==> config.mk <==
export PLATFORM = sky130hd
export DESIGN_NAME = rss_fifo
export DESIGN_NICKNAME = d
export VERILOG_FILES = /design/src/hw/rtl/rss_pkg.sv /design/src/hw/rtl/rss_fifo.sv
export SDC_FILE = /design/constraint.sdc
export NUM_CORES = 1
export LEC_CHECK = 0
export ABC_AREA = 1
export BUFFER_PORTS_ARGS = -buffer_cell sky130_fd_sc_hd__buf_4
export CAP_MARGIN = 20
export CORE_MARGIN = 2
export CORE_UTILIZATION = 35
export DETAILED_ROUTE_END_ITERATION = 6
export SLEW_MARGIN = 40
export SYNTH_ARGS = -nofsm -noshare
export SYNTH_HDL_FRONTEND = slang
export SYNTH_SLANG_ARGS = --single-unit
==> constraint.sdc <==
create_clock -name i_clk -period 6.5 [get_ports i_clk]
set_clock_uncertainty 0.05 [all_clocks]
set_input_delay 1.3 -clock i_clk [delete_from_list [all_inputs] [get_ports i_clk]]
set_output_delay 1.3 -clock i_clk [all_outputs]
set_load 0.01 [all_outputs]
==> src/hw/rtl/rss_pkg.sv <==
package rss_pkg;

    localparam int COUNTER_BITS = 48;

    localparam int LEN_W      = 17;
    localparam int BYTE_W     = 8;
    localparam int SEQ_W      = 16;
    localparam int TS_W       = 32;
    localparam int TIME_W     = 64;
    localparam int OUT_CNT_W  = 48;
    localparam int PT_W       = 7;
    localparam int HIST_DEPTH = 1 << PT_W;

    localparam int FIFO_DEPTH = 2;
    localparam int FIFO_PTR_W = $clog2(FIFO_DEPTH);
    localparam int FIFO_CNT_W = $clog2(FIFO_DEPTH + 1);

    localparam logic [LEN_W-1:0] MIN_HEADER_BYTES = LEN_W'(12);
    localparam logic [1:0]       RTP_VERSION      = 2'd2;
    localparam int               MARKER_POS       = 7;
    localparam logic [SEQ_W-1:0] GAP_LIMIT        = SEQ_W'((1 << SEQ_W) / 2 - 1);

    localparam int SUM_W = ((COUNTER_BITS > LEN_W) ? COUNTER_BITS : LEN_W) + 1;

    typedef logic [COUNTER_BITS-1:0] t_count;
    localparam t_count COUNT_MAX = '1;

    // one classified packet, front to back
    typedef struct packed {
        logic [LEN_W-1:0]  len;
        logic [TIME_W-1:0] now;
        logic              hdr_valid;
        logic [PT_W-1:0]   pt;
        logic              marker;
        logic [SEQ_W-1:0]  gap;
        logic              gap_add;
        logic              frame_new;
    } t_cmd;

    function automatic t_count sat_add(t_count a, logic [LEN_W-1:0] b);
        logic [SUM_W-1:0] sum;
        sum = SUM_W'(a) + SUM_W'(b);
        if (sum > SUM_W'(COUNT_MAX)) begin
            return COUNT_MAX;
        end
        return sum[COUNTER_BITS-1:0];
    endfunction

    function automatic logic [OUT_CNT_W-1:0] to_out(t_count v);
        logic [TIME_W-1:0] w;
        w = TIME_W'(v);
        return w[OUT_CNT_W-1:0];
    endfunction

endpackage

==> src/hw/rtl/rss_fifo.sv <==
module rss_fifo import rss_pkg::*; (
    input  logic i_clk,
    input  logic i_rst_n,
    input  logic i_push,
    input  t_cmd i_data,
    output logic o_ready,
    input  logic i_pop,
    output logic o_valid,
    output t_cmd o_data
);

    t_cmd                  r_mem [FIFO_DEPTH];
    logic [FIFO_PTR_W-1:0] r_wr_ptr;
    logic [FIFO_PTR_W-1:0] r_rd_ptr;
    logic [FIFO_CNT_W-1:0] r_count;

    logic do_push;
    logic do_pop;

    assign o_ready = (r_count != FIFO_CNT_W'(FIFO_DEPTH));
    assign o_valid = (r_count != '0);
    assign o_data  = r_mem[r_rd_ptr];
    assign do_push = i_push && o_ready;
    assign do_pop  = i_pop && o_valid;

    function automatic logic [FIFO_PTR_W-1:0] ptr_inc(logic [FIFO_PTR_W-1:0] p);
        return (p == FIFO_PTR_W'(FIFO_DEPTH - 1)) ? '0 : p + FIFO_PTR_W'(1);
    endfunction

    always_ff @(posedge i_clk) begin
        if (!i_rst_n) begin
            r_wr_ptr <= '0;
            r_rd_ptr <= '0;
            r_count  <= '0;
        end else begin
            if (do_push) begin
                r_wr_ptr <= ptr_inc(r_wr_ptr);
            end
            if (do_pop) begin
                r_rd_ptr <= ptr_inc(r_rd_ptr);
            end
            if (do_push && !do_pop) begin
                r_count <= r_count + FIFO_CNT_W'(1);
            end else if (do_pop && !do_push) begin
                r_count <= r_count - FIFO_CNT_W'(1);
            end
        end
    end

    always_ff @(posedge i_clk) begin
        if (do_push) begin
            r_mem[r_wr_ptr] <= i_data;
        end
    end

    a_count_bound: assert property (@(posedge i_clk) disable iff (!i_rst_n)
        r_count <= FIFO_CNT_W'(FIFO_DEPTH))
        else $error("queue count beyond depth");

    a_no_push_full: assert property (@(posedge i_clk) disable iff (!i_rst_n)
        !o_ready |-> !i_push)
        else $error("push into full queue");

endmodule

==> flow_metrics.py, run 1 <==
metrics = {
    "pwr": {
        "internal_power_mw": 3.08,
        "seqPwrFrac_pct": 45.1,
        "p_comb_share_pct": 24.3,
        "power_density_nw_per_um2": 380,
        "switching_share_pct": 25.6,
        "clkPwrFrac_pct": 30.6,
        "p_leak_nw": 4.07,
        "power_mw": 4.14,
        "p_switching_mw": 1.06,
        "peakVddDrop_uv": 234,
    },
    "grt": {
        "gr-total-overflow": 0,
        "grt_util_all_layers_pct": 12.7,
        "grt_pass1_wl_um": 24300,
        "grt_pass1_vias": 4647,
        "antenna_found_initial": 0,
        "grt_max_degree": 109,
    },
    "setup_path": {
        "worstSetupPathType": "flip-flop to output port",
        "worstPathArrival_ns": 2.14,
        "worstPathRequired_ns": 5.15,
        "reg2reg_slack_ns": 4.61,
        "crit_path_end_kind": "output port",
        "start_kind": "flip-flop",
        "critPathMaxFanout": 39,
    },
    "sta": {
        "finalCriticalPeriod_ns": 3.49,
        "period_share_pct": 53.7,
        "setup_tns_ns": 0,
        "setup_viol": 0,
        "fin_ws_ns": 3.01,
        "relSlewSlack_pct": 53.5,
        "clock.fmax_mhz": 286,
        "slew_viol_final": 0,
        "tightest_slew_ns": 0.697,
        "finalHoldViolations": 0,
        "rsz0062_at_grt": "no",
    },
    "clocking": {
        "cts_tree": "yes",
        "cts.sinks": 221,
        "cts_hold_buf": 0,
        "clk_latency_ns": 0.50,
        "ctsRootBufferMaster": "clkbuf_16",
        "cts_setup_buffers": 0,
        "clk_path_buf_depth": 3,
        "post_cts_resized": 0,
        "numCtsBuffers": 24,
        "path_clk_slew_ns": 0.06,
        "htree_levels": 1,
    },
    "floorplan": {
        "rows": 55,
        "die_y_um": 156,
        "core_area_um2": 22700,
        "die_w_um": 156,
        "io_pins": 222,
        "die-area_um2": 24400,
        "initial_core_util_pct": 35.7,
    },
    "synth": {
        "synth_cells": 373,
        "ys_seq_area_share_pct": 81.3,
        "netlist_area_um2": 8100,
        "ys.warnings.count": 0,
        "synth_top_cell_by_area": "edfxtp_1",
        "synth_nets": 486,
        "synth.area.top_cells": "edfxtp_1 80%, mux2_2 12%, mux2_4 3.7%, dfxtp_1 1.2%, buf_6 0.56%",
        "synth_area_per_cell_um2": 21.7,
        "ys_seq_elements": 221,
        "yosysTopAreaCellShare_pct": 80.0,
        "yosys.cell_types.count": 15,
    },
    "detailed_routing": {
        "dr.first_iter.drc_count": 161,
        "dr_wl_met3_um": 1300,
        "routed_wl_um": 15900,
        "antenna_left": 0,
        "m1WireLength_um": 6360,
        "top_layer": "met4",
        "met2_length_um": 7860,
        "routedWlPerCell_um": 17.3,
        "vias_per_cell": 4.56,
        "drc_errors": 0,
        "vias": 4175,
        "dr.pass1.iters": 4,
    },
    "final_layout": {
        "final_nets": 726,
        "layout-drive-gt1-share_pct": 58.8,
        "nFillCells": 1946,
        "diodes": 0,
        "utilization_pct": 47.9,
        "area_growth_pct": 34.3,
        "final_area_um2": 10900,
    },
    "placement": {
        "port_buffers": 221,
        "gp_routability_congestion": 0.704,
        "hpwl_um": 10200,
        "dp_slack_ns": 3.50,
        "dpl_cell_area_um2": 10100,
    },
    "hold_path": {
        "hp-class": "flip-flop to flip-flop",
    },
    "job": {
        "max_cap_violations": 0,
    },
    "run_status": {
        "status": "complete, no violations",
    },
}
-- state kept, by name (all words and copies together), names as in the netlist, named ones only --
signal and flops:
r_count 2, r_rd_ptr 1, r_wr_ptr 1, r_mem 216
-- final timing paths --
kind	startpoint	endpoint	depth (start not counted)
worst min register to register	r_rd_ptr	flip-flop	2
worst max-delay path	flip-flop	o_data[44]	3
worst min-delay path	r_rd_ptr	flip-flop	2
worst max register to register	r_count[0]	r_mem[1][19]	5
-- metal layers --
| metal | GRT usage [%] | vias to the layer above |
|---|---|---|
| met5 | 0 | - |
| met3 | 4.00 | 31 |
| met2 | 22.1 | 152 |
| li1 | - | 1938 |
| met1 | 15.2 | 2054 |
| met4 | 3.84 | 0 |
-- placed cells by master (no fill, tap or decap), types with 2 or more instances in the layout --
| master | n |
|---|---|
| clkbuf_16 | 25 |
| mux2_4 | 20 |
| nand2_1 | 9 |
| mux2_2 | 88 |
| dfxtp_1 | 4 |
| buf_12 | 4 |
| nor2_4 | 2 |
| edfxtp_1 | 216 |
| clkinvlp_4 | 2 |
| clkbuf_1 | 7 |
| nor2_1 | 6 |
| inv_1 | 8 |
| buf_4 | 222 |
| clkinv_2 | 5 |
| clkinv_1 | 3 |
| o21ai_0 | 2 |
-- synth_stat cells (all sizes together) --
master / number
o21a: 1
ha: 1
nand2: 9
inv: 8
edfxtp: 216
nor2: 8
dfxtp: 5
o21ai: 2
nand4: 1
buf: 12
nand3: 1
mux2: 108
a21oi: 1
-- cell families after synthesis --
family	synth area share, %
mux	15.9
flops	81.3
simple gates	0.926
buf+inv	1.42
compound gates	0.278
fa+ha+maj	0.154
-- through the flow --
| stage | instances | hold WS [ns] |
|---|---|---|
| after floorplan | 373 | 0.417 |
| final | 916 | 0.470 |
| after detailed placement | 872 | 0.461 |
| after CTS | 916 | 0.479 |
| after global placement | 870 | 0.435 |
| after global routing | 916 | 0.505 |
-- power by group through the flow --
stage	clock network (mW)	logic (mW)	registers, mW
after floorplan	0	0.563	1.90
after global placement	0	0.958	1.93
after detailed placement	0	1.03	1.90
after CTS	1.31	1.03	1.87
after global routing	1.38	1.09	1.88
final	1.27	1.01	1.86
-- cell type report --
class / instances / area, um2 / share of cell area [%]
inverters: 8 / 30.0 / 0.276
repair buffers: 226 / 1750 / 16.0
flip-flops and latches: 221 / 6590 / 60.5
clock inverters: 12 / 92.6 / 0.851
clock buffers: 32 / 652 / 5.99
well taps: 285 / 357 / 3.28
multi-input cells: 132 / 1420 / 13.0
-- worst max-delay path, stage by stage (launching register included) --
cell     delay, ns
dfxtp_4       0.54
buf_4         0.51
mux2_2        0.41
buf_4         0.15
Power figures use the tool's default switching activity.
==> inputs of run 2 (changes only) <==
ABC_AREA = 0   (was 1)
clock period = 3.25 ns   (was 6.5 ns; I/O delays follow)
==> run 2 against run 1 <==
Die area about the same. Area after synthesis about the same. First-iteration DRC count down 35%. Sequential power up 96%. Worst setup slack worse by 2.4 ns. Synthesized cell count down 3.5%.
==> flow_metrics.py, run 2 <==
metrics = {
    "synth": {
        "ys_seq_area_share_pct": 81.3,
        "synth_nets": 473,
        "synthArstFlopShare_pct": 0,
        "yosysMostFrequentCell": "edfxtp_1",
        "ys.warnings.count": 0,
        "synth.area.top_cells": "edfxtp_1 80%, mux2_2 12%, mux2_4 3.7%, dfxtp_1 1.2%, buf_6 0.56%",
        "synth_area_per_cell_um2": 22.5,
        "netlist_area_um2": 8110,
        "ys_seq_elements": 221,
        "netlist_top_cells_count": "216 x edfxtp_1, 88 x mux2_2, 20 x mux2_4",
        "synth_edf_count": 216,
        "yosys.cell_types.count": 21,
        "yosysTopAreaCellShare_pct": 80.0,
        "synth_flop_cell": "edfxtp_1",
        "synth_top_cell_by_area": "edfxtp_1",
        "synth_cells": 360,
    },
    "final_layout": {
        "layout-drive-gt1-share_pct": 60.1,
        "nFillCells": 1952,
        "diodes": 0,
        "final_nets": 714,
        "multi_input_area_um2": 1440,
        "largest_reg_flops": 216,
        "area_growth_pct": 34.0,
        "seq_area_um2": 6590,
        "final_cell_mix": "224 x buf_4, 216 x edfxtp_1, 88 x mux2_2",
        "largest_register": "r_mem",
        "reg_top3": "r_mem: 216 flops, r_count: 2 flops",
        "final_common_cell": "buf_4",
    },
    "pwr": {
        "power_mw": 8.34,
        "power_density_nw_per_um2": 768,
        "clkPwrFrac_pct": 29.9,
        "seqPwrFrac_pct": 43.8,
        "switching_share_pct": 25.5,
        "p_leak_nw": 4.04,
        "p_switching_mw": 2.13,
        "internal_power_mw": 6.21,
        "p_comb_share_pct": 26.3,
        "peakVddDrop_uv": 394,
    },
    "sta": {
        "relSlewSlack_pct": 51.6,
        "tightest_slew_ns": 0.725,
        "slew_viol_final": 0,
        "rsz0062_at_grt": "no",
        "clock.fmax_mhz": 372,
        "setup_tns_ns": 0,
        "whs_ns": 0.272,
        "setup_viol": 0,
        "period_share_pct": 82.6,
        "finalCriticalPeriod_ns": 2.68,
        "finalHoldViolations": 0,
    },
    "detailed_routing": {
        "drc_errors": 0,
        "antenna_left": 0,
        "dr.first_iter.drc_count": 104,
        "dr.pass1.iters": 4,
        "vias_per_cell": 4.52,
        "vias": 4082,
        "routed_wl_um": 15500,
        "routedWlPerCell_um": 17.1,
    },
    "floorplan": {
        "die-area_um2": 24400,
        "die_w_um": 156,
        "core_area_um2": 22700,
        "io_pins": 222,
        "initial_core_util_pct": 35.7,
        "rows": 55,
        "die_y_um": 156,
    },
    "clocking": {
        "clk_path_buf_depth": 3,
        "clk_latency_ns": 0.51,
        "cts_setup_buffers": 0,
        "cts.sinks": 221,
        "numCtsBuffers": 24,
        "post_cts_resized": 0,
        "path_clk_slew_ns": 0.06,
        "cts_hold_buf": 0,
        "cts_tree": "yes",
        "htree_levels": 1,
        "ctsRootBufferMaster": "clkbuf_16",
    },
    "job": {
        "max_cap_violations": 0,
    },
    "setup_path": {
        "worstPathArrival_ns": 1.98,
        "start_kind": "flip-flop",
        "worstPathRequired_ns": 2.55,
        "critPathMaxFanout": 48,
        "crit_path_end_kind": "output port",
        "worstSetupPathType": "flip-flop to output port",
    },
    "placement": {
        "port_buffers": 221,
        "gp_routability_congestion": 0.697,
        "hpwl_um": 10100,
    },
    "grt": {
        "antenna_found_initial": 0,
        "grt_pass1_wl_um": 22700,
        "grt_max_degree": 61,
        "grt_pass1_vias": 4403,
        "grt_util_all_layers_pct": 11.9,
        "gr-total-overflow": 0,
    },
    "hold_path": {
        "hp-class": "input port to flip-flop",
    },
    "run_status": {
        "status": "complete, no violations",
    },
}
-- run 2: cell type report --
cell class / instances / share of cell area, %
clock inverters: 15 / 0.818
inverters: 1 / 0.0691
flip-flops and latches: 221 / 60.7
clock buffers: 29 / 5.90
repair buffers: 227 / 16.0
well taps: 285 / 3.28
multi-input cells: 126 / 13.2
-- run 2: final timing paths --
check / slack, ns / to / startpoint / depth (start not counted)
worst max-delay path: 0.57 / o_data[94] / flip-flop / 3
worst min-delay path: 0.27 / r_mem[0][10] / i_data[10] / 1
worst min register to register: 0.51 / r_count[1] / r_count[1] / 2
worst max register to register: 1.31 / r_mem[1][95] / r_count[0] / 3
-- run 2: worst max-delay path, stage by stage (launching register included) --
cell,delay (ns)
dfxtp_4,0.35
buf_4,0.51
mux2_2,0.41
buf_4,0.15
-- run 2: power groups by stage --
stage	Sequential (mW)	Clock, mW	Combinational (mW)
final	3.65	2.49	2.19
after global routing	3.68	2.67	2.35
after global placement	3.70	0	2.20
after floorplan	3.70	0	1.25
after detailed placement	3.72	0	2.23
after CTS	3.66	2.57	2.24
-- run 2: metal layers --
metal	vias up	part of all wire, %	global-route usage [%]
met4	0	3.3	4.24
met2	156	50	21.4
met3	31	8.9	4.44
li1	1909	-	-
met5	-	0	0
met1	1986	38	12.9
-- run 2: kinds of logic after synthesis --
kind of cell	after synthesis	synth area share [%]
fa+ha+maj	1	0.154
flops	221	81.3
mux	108	15.9
simple gates	9	0.803
compound gates	5	0.432
buf+inv	13	1.10
xor+xnor	3	0.324
-- run 2: metrics by stage --
step,area (um2),std cells,util (%),setup slack (ns)
3_5_place_dp,10100,860,44.6,1.07
4_1_cts,10900,904,47.8,0.523
2_1_floorplan,8110,360,-,0.435
3_3_place_gp,10100,860,44.6,1.07
6_report,10900,904,47.8,0.565
5_1_grt,10900,904,47.8,0.479
