File: src/hw/rtl/rss_pkg.sv
package rss_pkg;

    localparam int COUNTER_BITS = 48;

    localparam int LEN_W      = 17;
    localparam int BYTE_W     = 8;
    localparam int SEQ_W      = 16;
    localparam int TS_W       = 32;
    localparam int TIME_W     = 64;
    localparam int OUT_CNT_W  = 48;
    localparam int PT_W       = 7;
    localparam int HIST_DEPTH = 1 << PT_W;

    localparam int FIFO_DEPTH = 2;
    localparam int FIFO_PTR_W = $clog2(FIFO_DEPTH);
    localparam int FIFO_CNT_W = $clog2(FIFO_DEPTH + 1);

    localparam logic [LEN_W-1:0] MIN_HEADER_BYTES = LEN_W'(12);
    localparam logic [1:0]       RTP_VERSION      = 2'd2;
    localparam int               MARKER_POS       = 7;
    localparam logic [SEQ_W-1:0] GAP_LIMIT        = SEQ_W'((1 << SEQ_W) / 2 - 1);

    localparam int SUM_W = ((COUNTER_BITS > LEN_W) ? COUNTER_BITS : LEN_W) + 1;

    typedef logic [COUNTER_BITS-1:0] t_count;
    localparam t_count COUNT_MAX = '1;

    // one classified packet, front to back
    typedef struct packed {
        logic [LEN_W-1:0]  len;
        logic [TIME_W-1:0] now;
        logic              hdr_valid;
        logic [PT_W-1:0]   pt;
        logic              marker;
        logic [SEQ_W-1:0]  gap;
        logic              gap_add;
        logic              frame_new;
    } t_cmd;

    function automatic t_count sat_add(t_count a, logic [LEN_W-1:0] b);
        logic [SUM_W-1:0] sum;
        sum = SUM_W'(a) + SUM_W'(b);
        if (sum > SUM_W'(COUNT_MAX)) begin
            return COUNT_MAX;
        end
        return sum[COUNTER_BITS-1:0];
    endfunction

    function automatic logic [OUT_CNT_W-1:0] to_out(t_count v);
        logic [TIME_W-1:0] w;
        w = TIME_W'(v);
        return w[OUT_CNT_W-1:0];
    endfunction

endpackage

File: src/hw/rtl/rss_if.sv
interface rss_in_if import rss_pkg::*; ();
    logic               valid;
    logic               ready;
    logic [LEN_W-1:0]   packet_length;
    logic [BYTE_W-1:0]  header_byte0;
    logic [BYTE_W-1:0]  header_byte1;
    logic [SEQ_W-1:0]   sequence_number;
    logic [TS_W-1:0]    rtp_timestamp;
    logic [TIME_W-1:0]  arrival_time_us;

    modport source (output valid, packet_length, header_byte0, header_byte1,
                    sequence_number, rtp_timestamp, arrival_time_us, input ready);
    modport sink   (input valid, packet_length, header_byte0, header_byte1,
                    sequence_number, rtp_timestamp, arrival_time_us, output ready);
endinterface


File: src/hw/rtl/rss_front.sv
module rss_front import rss_pkg::*; (
    input  logic      i_clk,
    input  logic      i_rst_n,
    rss_in_if.sink    i_pkt,
    input  logic      i_fifo_ready,
    output logic      o_push,
    output t_cmd      o_cmd
);

    logic             r_seq_seen;
    logic             r_frame_open;
    logic [SEQ_W-1:0] r_prev_seq;
    logic [TS_W-1:0]  r_frame_stamp;

    logic             hdr_valid;
    logic             marker;
    logic             frame_new;
    logic [SEQ_W-1:0] expected;
    logic [SEQ_W-1:0] gap;
    logic             accept;

    assign i_pkt.ready = i_fifo_ready;
    assign accept      = i_pkt.valid && i_fifo_ready;

    assign hdr_valid = (i_pkt.packet_length >= MIN_HEADER_BYTES)
                       && (i_pkt.header_byte0[7:6] == RTP_VERSION);
    assign marker    = i_pkt.header_byte1[MARKER_POS];
    assign expected  = r_prev_seq + SEQ_W'(1);
    assign gap       = i_pkt.sequence_number - expected;
    assign frame_new = hdr_valid
                       && (!r_frame_open || (i_pkt.rtp_timestamp != r_frame_stamp));

    always_comb begin
        o_cmd.len       = i_pkt.packet_length;
        o_cmd.now       = i_pkt.arrival_time_us;
        o_cmd.hdr_valid = hdr_valid;
        o_cmd.pt        = i_pkt.header_byte1[PT_W-1:0];
        o_cmd.marker    = marker;
        o_cmd.gap       = gap;
        o_cmd.gap_add   = hdr_valid && r_seq_seen && (gap < GAP_LIMIT);
        o_cmd.frame_new = frame_new;
    end

    assign o_push = accept;

    always_ff @(posedge i_clk) begin
        if (!i_rst_n) begin
            r_seq_seen   <= 1'b0;
            r_frame_open <= 1'b0;
        end else if (accept && hdr_valid) begin
            r_seq_seen   <= 1'b1;
            // a marker closes the frame; otherwise it is open from here on
            r_frame_open <= !marker;
        end
    end

    always_ff @(posedge i_clk) begin
        if (accept && hdr_valid) begin
            r_prev_seq <= i_pkt.sequence_number;
            if (frame_new) begin
                r_frame_stamp <= i_pkt.rtp_timestamp;
            end
        end
    end

endmodule

File: src/flat_wrapper.sv
// flat-port wrapper written by rule: the top's interface ports become plain ports
module rss_front_flat import rss_pkg::*;
  (i_clk, i_rst_n, i_fifo_ready, o_push, o_cmd, i_pkt_valid, i_pkt_packet_length, i_pkt_header_byte0, i_pkt_header_byte1, i_pkt_sequence_number, i_pkt_rtp_timestamp, i_pkt_arrival_time_us, i_pkt_ready);
  rss_in_if i_pkt_i ();
  input  logic i_clk;
  input  logic i_rst_n;
  input  logic i_fifo_ready;
  output logic o_push;
  output t_cmd o_cmd;
  input wire logic [$bits(i_pkt_i.valid)-1:0] i_pkt_valid;
  input wire logic [$bits(i_pkt_i.packet_length)-1:0] i_pkt_packet_length;
  input wire logic [$bits(i_pkt_i.header_byte0)-1:0] i_pkt_header_byte0;
  input wire logic [$bits(i_pkt_i.header_byte1)-1:0] i_pkt_header_byte1;
  input wire logic [$bits(i_pkt_i.sequence_number)-1:0] i_pkt_sequence_number;
  input wire logic [$bits(i_pkt_i.rtp_timestamp)-1:0] i_pkt_rtp_timestamp;
  input wire logic [$bits(i_pkt_i.arrival_time_us)-1:0] i_pkt_arrival_time_us;
  output wire logic [$bits(i_pkt_i.ready)-1:0] i_pkt_ready;
  assign i_pkt_i.valid = i_pkt_valid;
  assign i_pkt_i.packet_length = i_pkt_packet_length;
  assign i_pkt_i.header_byte0 = i_pkt_header_byte0;
  assign i_pkt_i.header_byte1 = i_pkt_header_byte1;
  assign i_pkt_i.sequence_number = i_pkt_sequence_number;
  assign i_pkt_i.rtp_timestamp = i_pkt_rtp_timestamp;
  assign i_pkt_i.arrival_time_us = i_pkt_arrival_time_us;
  assign i_pkt_ready = i_pkt_i.ready;
  rss_front u_core (.i_clk(i_clk), .i_rst_n(i_rst_n), .i_pkt(i_pkt_i), .i_fifo_ready(i_fifo_ready), .o_push(o_push), .o_cmd(o_cmd));
endmodule
File: config.mk
export PLATFORM = sky130hd
export DESIGN_NAME = rss_front_flat
export DESIGN_NICKNAME = d
export VERILOG_FILES = /design/src/hw/rtl/rss_pkg.sv /design/src/hw/rtl/rss_if.sv /design/src/hw/rtl/rss_front.sv /design/src/flat_wrapper.sv
export SDC_FILE = /design/constraint.sdc
export NUM_CORES = 1
export LEC_CHECK = 0
export ABC_AREA = 1
export BUFFER_PORTS_ARGS = -buffer_cell sky130_fd_sc_hd__buf_2
export CAP_MARGIN = 20
export CORE_ASPECT_RATIO = 0.7
export CORE_MARGIN = 2
export CORE_UTILIZATION = 46
export DETAILED_ROUTE_END_ITERATION = 6
export PLACE_DENSITY_LB_ADDON = 0.12
export SLEW_MARGIN = 25
export SYNTH_ARGS = -nofsm -noshare
export SYNTH_HDL_FRONTEND = slang
export SYNTH_SLANG_ARGS = --single-unit
File: constraint.sdc
create_clock -name i_clk -period 7.4 [get_ports i_clk]
set_input_delay 1.11 -clock i_clk [delete_from_list [all_inputs] [get_ports i_clk]]
set_output_delay 1.11 -clock i_clk [all_outputs]
set_load 0.1 [all_outputs]
==> summary.txt, run 1 <==
Synth
  • Cells after Synth: 493
  • Syn Nets: 658
  • Synth unique cells: 33
  • Post-synthesis sequential area ratio: 37.7%
  • Syn Area/Cell: 7.98 um2
  • Number of synthesized register bits: 50
  • Synthesized cell area: 0.00393 mm2
  • Synth warn: 0

Global routing
  • Total gr overflow: 0
  • Met3 GRT Util: 5.52%
  • Gr usage total: 19.6%
  • Vias in the first global route: 2817
  • M2 GR Usage: 32.2%
  • First-pass GRT wire length: 14.1 mm
  • GR Layer Usage met1: 25.2%
  • Initial antenna violation count: 0
  • GR peak layer: met2
  • Largest net degree at the start of global routing: 33

Worst setup path
  • Critical Path AT: 3280 ps
  • Slowest-stage cell, CP: buf_2
  • Critical path's top delay family: simple AND/OR/NAND/NOR gates
  • Maximum fanout along the worst path: 4
  • Required time worst endpoint: 6290 ps
  • Crit Path Class: input pin to primary output
  • Worst path bufs/invs: 4
  • Critical Path Start Type: input pin
  • Reg2reg setup slack: 5410 ps
  • Max incr delay on CP: 430 ps
  • Cells along the critical path: buf_2, ha_1, inv_1, fa_1, inv_1, nand3_1, nand2_4, nand2_2, nand2_2, nand2_1, nand3_1, nand2_1, nand3_1, nor2_1, nor2_1, buf_2
  • Crit. End Element: primary output
  • Most used cell, CP: nand3_1

Power
  • Max IR drop VDD: 123 uV
  • Total Power: 0.000852 W
  • Leak: 2.08 nW
  • Cell Pwr Density: 209 mW/mm2

STA
  • RSZ-0062 raised after global routing: no
  • Slew Limit Fails: 0
  • Final period util: 59.3%
  • Hold slack final: 472 ps
  • Slew Limit Headroom: 56.4%
  • Highest clock rate: 228 MHz
  • Final Setup Violations: 0
  • Worst slew pin tran: 654 ps
  • Clk_skew: 7.29 ps
  • Minimum clock period: 4390 ps
  • Final Hold Fails: 0
  • Setup TNS Final: 0 ps

Floorplan
  • Row count: 28
  • Core area: 0.00837 mm2
  • Top-Level Pins: 259
  • Die X: 115 um
  • Die area: 0.00932 mm2
  • Die Y: 81.4 um
  • Initial Utilization: 47.0%

Run
  • Maxcap violations: 0

Route
  • DR vias/cell: 4.75
  • DRT Pass-1 Iters: 4
  • Total routed wirelength: 9.29 mm
  • Routed WL per cell: 15.0 um
  • Initial DRC count: 134
  • Post-DRT Antenna Nets: 0
  • Vias: 2942
  • DRC: 0

Placed design
  • GP Congestion: 0.863
  • Dpl hpwl: 8.06 mm
  • Placed cell areas: 0.00390 mm2
  • Input/output buffers: 106

Clocking
  • H-tree Lvls: 2
  • Latest clock arrival within the worst-skew pair: 290 ps
  • CTS tree: done
  • Post-CTS sizing: 0
  • Clk buf depth: 2
  • CTS Buf Count: 5
  • Clock transition at path regs: 60 ps
  • Clock sink total: 50
  • Root Driver: clkbuf_16
  • Postcts setup bufs: 0
  • Post-CTS Hold Fix Bufs: 0

Layout
  • Layout Utilization: 48.6%
  • # nets final: 679
  • Area Growth Syn to Fin: 3.47%
  • Final instance area: 0.00407 mm2
  • Most frequent cells in the layout: nand2_1 (106), buf_2 (106), inv_1 (87)
  • Layout cells sized above 1: 26.8%
  • Diode count: 0

Status
  • Status: finished clean

Worst hold path
  • HP Class: flop to flop
[registers in the layout, indices dropped and copies added, names as in the netlist]
register,cells
u_core.r_frame_open,1
u_core.r_frame_stamp,32
u_core.r_prev_seq,16
u_core.r_seq_seen,1
[worst min-delay path: cells and delay by family (launching register included)]
family	cells	cell delay, ps
DFF	1	300
AOI/OAI and AO/OA	1	70
buffers and inverters	1	60
[power by group]
group / internal, W / switching (W) / total, W / leakage (nW)
Combinational: 0.0000599 / 0.000209 / 0.000269 / 1.55
Sequential: 0.000319 / 0.00000287 / 0.000322 / 0.452
Clock: 0.000160 / 0.000100 / 0.000260 / 0.0771
[layer usage]
metal | part of all wire (%) | vias up
met2 | 46 | 134
met3 | 9.1 | 14
li1 | - | 1500
met1 | 44 | 1294
met4 | 1.2 | 0
met5 | 0 | -
[synth_stat cells]
| cell type | count | area, um2 |
|---|---|---|
| a211oi_1 | 1 | 7.51 |
| a21boi_0 | 1 | 7.51 |
| a21oi_1 | 10 | 50.1 |
| a21oi_2 | 1 | 8.76 |
| and2_1 | 2 | 12.5 |
| buf_4 | 92 | 691 |
| buf_6 | 1 | 11.3 |
| dfxtp_1 | 2 | 40.0 |
| edfxtp_1 | 48 | 1440 |
| fa_1 | 1 | 20.0 |
| ha_1 | 15 | 188 |
| inv_1 | 87 | 327 |
| inv_2 | 2 | 7.51 |
| nand2_1 | 106 | 398 |
| nand2_2 | 8 | 50.1 |
| nand2_4 | 1 | 11.3 |
| nand3_1 | 30 | 150 |
| nand3_2 | 3 | 30.0 |
| nand3b_1 | 2 | 15.0 |
| nand4_1 | 6 | 37.5 |
| nor2_1 | 33 | 124 |
| nor2_2 | 3 | 18.8 |
| nor3_1 | 3 | 15.0 |
| nor3_2 | 1 | 10.0 |
| nor4_1 | 2 | 12.5 |
| o2111ai_1 | 2 | 17.5 |
| o21ai_0 | 3 | 15.0 |
| o22ai_1 | 4 | 25.0 |
| o31ai_1 | 1 | 7.51 |
| or2_2 | 3 | 18.8 |
| or2_4 | 1 | 8.76 |
| xnor2_1 | 11 | 96.3 |
| xor2_1 | 7 | 61.3 |
[stage by stage]
step	setup slack [ps]	instances
floorplan	1890	493
global placement	3040	612
detailed placement	3000	612
CTS	2990	620
global route	2810	620
finish	3010	620
[area by class of cell]
cell class,instances,area (um2)
fillers,837,4300
flip-flops and latches,50,1480
multi-input cells,261,1420
repair buffers,107,538
inverters,89,334
well taps,105,131
clock buffers,6,129
clock inverters,2,37.5
[path summary, 6_finish.rpt]
path,from,end,cells past startpoint
min reg2reg,u_core.r_seq_seen$_SDFFE_PN0P_,u_core.r_seq_seen$_SDFFE_PN0P_,2
max reg2reg,u_core.r_frame_stamp[23]$_DFFE_PP_,u_core.r_frame_stamp[24]$_DFFE_PP_,9
max,i_pkt_sequence_number[0],o_cmd[1],16
min,u_core.r_seq_seen$_SDFFE_PN0P_,u_core.r_seq_seen$_SDFFE_PN0P_,2
[logic make-up after synthesis]
family	count (synthesis)	share of synthesized area (%)
compound gates	23	3.53
flops	50	37.7
buf+inv	182	26.3
xor+xnor	18	4.01
fa+ha+maj	16	5.28
simple gates	204	23.2
(Power assumes the default switching activity.)
==> run 2, diff against run 1 <==
- CORE_UTILIZATION: 46 -> 43
- clock period: 7.4 -> 4.2 ns (I/O delays scaled with it)
==> summary.txt, run 2 (synthesis results as in run 1) <==
Worst hold path
  • HP Class: flop to flop

Clocking
  • Clock sink total: 50
  • Clk buf depth: 2
  • Root Driver: clkbuf_16
  • H-tree Lvls: 2
  • Latest clock arrival within the worst-skew pair: 290 ps
  • CTS Buf Count: 5
  • Postcts setup bufs: 0
  • Clock transition at path regs: 70 ps
  • Post-CTS sizing: 0
  • CTS tree: done
  • Post-CTS Hold Fix Bufs: 0

Floorplan
  • Core area: 0.00896 mm2
  • Die X: 118 um
  • Die Y: 84.0 um
  • Top-Level Pins: 259
  • Initial Utilization: 43.9%
  • Die area: 0.00994 mm2
  • Row count: 29

Status
  • Status: finished clean

Layout
  • # nets final: 679
  • Final Non-Filler Cells: 640
  • Layout cells sized above 1: 27.2%
  • Final instance area: 0.00408 mm2
  • Max reg flops: 32
  • Most frequent cells in the layout: nand2_1 (106), buf_2 (106), inv_1 (87)
  • Register with the most flip-flops: u_core.r_frame_stamp
  • Top flop regs: u_core.r_frame_stamp: 32 flops, u_core.r_prev_seq: 16 flops
  • Area Growth Syn to Fin: 3.82%

Worst setup path
  • Maximum fanout along the worst path: 4
  • Critical Path Start Type: input pin
  • Crit. End Element: primary output
  • Crit Path Class: input pin to primary output
  • Required time worst endpoint: 3570 ps
  • Critical Path AT: 2830 ps

Placed design
  • GP Congestion: 0.829
  • Dpl hpwl: 8.39 mm
  • DP Cell Count: 631
  • Placed cell areas: 0.00393 mm2
  • Input/output buffers: 106

STA
  • Highest clock rate: 289 MHz
  • Slew Limit Headroom: 51.3%
  • Setup TNS Final: 0 ps
  • Worst slew pin tran: 729 ps
  • Final Hold Fails: 0
  • Final Setup Violations: 0
  • Final period util: 82.4%
  • Minimum clock period: 3460 ps
  • RSZ-0062 raised after global routing: no
  • Slew Limit Fails: 0
  • Hold slack final: 484 ps
  • Clk_skew: 5.34 ps

Global routing
  • Gr usage total: 19.0%
  • Initial antenna violation count: 1
  • First-pass GRT wire length: 14.6 mm
  • Largest net degree at the start of global routing: 33
  • Total gr overflow: 0
  • Vias in the first global route: 2718

Route
  • Post-DRT Antenna Nets: 0
  • Initial DRC count: 109
  • Routed WL per cell: 15.2 um
  • Vias: 2928
  • DRT Pass-1 Iters: 4
  • DR vias/cell: 4.58
  • DRC: 0
  • Total routed wirelength: 9.73 mm

Power
  • Net switching fraction of the power: 38.8%
  • Sw Pwr: 0.000569 W
  • Cell-internal power: 0.000896 W
  • Clock power share: 28.9%
  • Cell Pwr Density: 359 mW/mm2
  • Reg power frac: 38.8%
  • Max IR drop VDD: 212 uV
  • Total Power: 0.00146 W
  • Leak: 2.08 nW
  • Part of the power in combinational logic: 32.3%

Run
  • Maxcap violations: 0
[run 2: changes by cell type in the layout (fill, tap and decap cells not counted)]
| cell | change |
|---|---|
| bufinv_16 | -1 |
| clkbuf_1 | -1 |
| diode_2 | +1 |
| nor2_2 | +1 |
| nor2_1 | -1 |
| inv_6 | +3 |
| clkinvlp_4 | -1 |
[run 2: through the flow]
step           setup WS, ps  utilization (%)
2_1_floorplan           108                -
3_3_place_gp            754             43.9
3_5_place_dp            747             43.9
4_1_cts                 748             45.5
5_1_grt                 608             45.5
6_report                741             45.6
[run 2: path summary, 6_finish.rpt]
check | startpoint | endpoint | slack, ps | cells past startpoint
worst max-delay path | i_pkt_sequence_number[0] | o_cmd[1] | 740 | 17
worst min-delay path | u_core.r_seq_seen$_SDFFE_PN0P_ | u_core.r_seq_seen$_SDFFE_PN0P_ | 480 | 2
worst max register to register | u_core.r_frame_stamp[23]$_DFFE_PP_ | u_core.r_frame_stamp[10]$_DFFE_PP_ | 2220 | 9
worst min register to register | u_core.r_seq_seen$_SDFFE_PN0P_ | u_core.r_seq_seen$_SDFFE_PN0P_ | 480 | 2
[run 2: layout make-up]
type / instances / area [um2]
Fill cell: 957 / 4880
Sequential cell: 50 / 1480
Multi-Input combinational cell: 261 / 1420
Timing Repair Buffer: 107 / 538
Inverter: 89 / 334
Tap cell: 124 / 155
Clock buffer: 5 / 125
Clock inverter: 3 / 26.3
Antenna cell: 1 / 2.50
[run 2: power by group through the flow]
stage	sequential [W]	clock, W	combinational, W
2_1_floorplan	0.000578	0	0.000712
3_3_place_gp	0.000579	0	0.000472
3_5_place_dp	0.000579	0	0.000474
4_1_cts	0.000568	0.000439	0.000476
5_1_grt	0.000569	0.000451	0.000508
6_report	0.000568	0.000423	0.000474
[run 2: per-layer routing]
metal	GRT usage [%]	vias to the layer above	wire length (um)
met3	7.17	12	972
li1	-	1509	-
met5	0	-	0
met2	31.0	135	4470
met4	5.59	0	183
met1	23.5	1272	4100
[run 2: worst max-delay path, cell delays in order]
cell and delay, ps:
buf_2 90, ha_1 210, inv_1 70, fa_1 430, inv_1 120, nand3_1 120, nand2_4 120, nand2_2 60
nand2_2 60, nand2_1 50, nand2_1 90, nand2_1 60, nor2_1 120, nand2_1 100, nor2_1 170, nor2_2 40
buf_2 290
==> run 3, diff against run 2 <==
- ABC_AREA: 1 -> 0
- CORE_UTILIZATION: 43 -> 42
- clock period: 4.2 -> 3.4 ns (I/O delays scaled with it)
==> summary.txt, run 3 <==
Status
  • Status: finished clean

Synth
  • Synthesized cell area: 0.00364 mm2
  • Synth top area share: 39.6%
  • Synth warn: 0
  • Yosys top cell by area: edfxtp_1
  • Post-synth top flop: edfxtp_1
  • Syn Area/Cell: 10.7 um2
  • Post-synthesis sequential area ratio: 40.7%
  • Syn Nets: 505
  • Cells after Synth: 340
  • Ys async rst share: 0%
  • Number of synthesized register bits: 50
  • Post-synth EDFFs: 48
  • Synth unique cells: 53
  • Synth area leaders: edfxtp_1 (40%), buf_4 (19%), xnor2_1 (8.9%)
  • Most frequent cell after synthesis: buf_4
  • Commonest cells in the synthesized netlist: buf_4 (92), edfxtp_1 (48), xnor2_1 (37)

Clocking
  • CTS tree: done
  • Latest clock arrival within the worst-skew pair: 300 ps
  • Clk buf depth: 2
  • H-tree Lvls: 2
  • Root Driver: clkbuf_16
  • Clock transition at path regs: 80 ps
  • Clock sink total: 50
  • CTS Buf Count: 5

Route
  • DR vias/cell: 4.90
  • Total routed wirelength: 7.80 mm
  • DRC: 0
  • Initial DRC count: 93
  • Routed WL per cell: 16.0 um
  • DRT Pass-1 Iters: 4
  • Vias: 2379
  • Post-DRT Antenna Nets: 0

Global routing
  • Vias in the first global route: 2231
  • Total gr overflow: 0
  • First-pass GRT wire length: 11.9 mm
  • Gr usage total: 16.4%
  • Initial antenna violation count: 0
  • Largest net degree at the start of global routing: 33

Power
  • Max IR drop VDD: 208 uV
  • Leak: 1.68 nW
  • Cell Pwr Density: 472 mW/mm2
  • Total Power: 0.00191 W

STA
  • Final Hold Fails: 0
  • Worst slew pin tran: 597 ps
  • Slew Limit Headroom: 59.9%
  • Final Setup Violations: 0
  • Highest clock rate: 302 MHz
  • Slew Limit Fails: 0
  • Minimum clock period: 3310 ps
  • Clk_skew: 12.6 ps
  • Setup TNS Final: 0 ps
  • Final WS setup: 87.5 ps
  • Final period util: 97.4%
  • RSZ-0062 raised after global routing: yes

Placed design
  • GP Congestion: 0.851
  • Input/output buffers: 106
  • Dpl hpwl: 6.39 mm
  • DP Worst Slack: -14.8 ps

Worst setup path
  • Cells along the critical path: inv_2, ha_4, inv_2, fa_2, nor2b_4, o21a_1, nor3_2, nor4b_2, and4_1, and4_4, a31oi_4, buf_12
  • Maximum fanout along the worst path: 2
  • Slowest-stage cell, CP: fa_2
  • Max incr delay on CP: 430 ps
  • Most used cell, CP: inv_2
  • Crit. End Element: primary output
  • Critical Path AT: 2800 ps
  • Critical Path Start Type: flop
  • Critical Path Source: u_core.r_prev_seq[0]$_DFFE_PP_
  • Crit Path Class: flop to primary output
  • R2r startpoint: u_core.r_frame_stamp[11]$_DFFE_PP_
  • Required time worst endpoint: 2890 ps

Layout
  • Filler Cell Count: 801
  • Max reg flops: 32
  • Top flop regs: u_core.r_frame_stamp: 32 flops, u_core.r_prev_seq: 16 flops
  • Area taken by multi-input logic gates: 0.00150 mm2
  • Diode count: 0
  • Register with the most flip-flops: u_core.r_frame_stamp
  • Layout cells sized above 1: 43.4%
  • # nets final: 530
  • Most frequent cells in the layout: buf_2 (101), edfxtp_1 (48), xnor2_1 (28)
  • Sequential Area: 0.00148 mm2
  • Area Growth Syn to Fin: 11.2%
  • Most common cell after layout, fill and taps aside: buf_2

Run
  • Maxcap violations: 0

Floorplan
  • Initial Utilization: 43.1%
  • Die Y: 81.9 um
  • Top-Level Pins: 259
  • Die X: 115 um
  • Core area: 0.00844 mm2
  • Row count: 28
  • Die area: 0.00944 mm2

Worst hold path
  • HP Class: input pin to flop
  • Hold_sp: i_pkt_rtp_timestamp[18]
run 3: layout make-up:
type                            instances  share of cell area (%)
Multi-Input combinational cell        168                    37.0
Timing Repair Buffer                  115                    16.6
Clock inverter                          3                   0.711
Tap cell                              120                    3.71
Clock buffer                            5                    3.09
Sequential cell                        50                    36.6
Inverter                               25                    2.32
run 3: cells by family after synthesis:
| family | synth area share [%] |
|---|---|
| AO/OA/AOI/OAI | 11.8 |
| buffers and inverters | 22.9 |
| AND/OR/NAND/NOR | 8.83 |
| adder cells (fa/ha/maj) | 5.70 |
| flip-flops | 40.7 |
| XOR/XNOR | 9.86 |
| multiplexers | 0.275 |
run 3: worst max-delay path, delay by kind of cell (launching register included):
| kind | cells | cell delay [ps] |
|---|---|---|
| adders and majority gates | 2 | 560 |
| buffers and inverters | 3 | 300 |
| DFF | 1 | 390 |
| AOI/OAI and AO/OA | 2 | 250 |
| and+or+nand+nor | 5 | 1000 |
run 3: timing repair:
item                       CTS  global route
setup endpoints to repair    1             1
resized for setup            3            11
hold buffers                 0             0
buffers inserted             0             1
pin swaps                    1             8
run 3: layer usage:
metal | track usage [%] | part of all wire, % | vias up
li1 | - | - | 1162
met4 | 3.25 | 0.59 | 0
met5 | 0 | 0 | -
met2 | 25.2 | 45 | 96
met1 | 22.3 | 47 | 1112
met3 | 6.35 | 7.4 | 9
run 3: final timing paths:
kind	to	slack [ps]	cells past startpoint
worst min register to register	u_core.r_seq_seen$_SDFFE_PN0P_	470	1
worst max register to register	u_core.r_frame_stamp[12]$_DFFE_PP_	1460	6
worst max-delay path	o_cmd[1]	90	12
worst min-delay path	u_core.r_frame_stamp[18]$_DFFE_PP_	410	1
run 3: metrics by stage:
| step | instance area [um2] | util, % | hold slack (ps) | instances |
|---|---|---|---|---|
| floorplan | 3750 | - | 441 | 340 |
| global placement | 3830 | 45.3 | 450 | 477 |
| detailed placement | 3830 | 45.3 | 455 | 477 |
| CTS | 3990 | 47.3 | 398 | 485 |
| global route | 4050 | 48.0 | 387 | 486 |
| finish | 4050 | 48.0 | 407 | 486 |
run 3: report_power, final:
group | total, W | switching (W) | leakage, nW | internal (W)
clock network | 0.000526 | 0.000244 | 0.0763 | 0.000282
logic | 0.000683 | 0.000489 | 1.15 | 0.000194
registers | 0.000702 | 0.00000704 | 0.452 | 0.000695
total | 0.00191 | 0.000740 | 1.68 | 0.00117
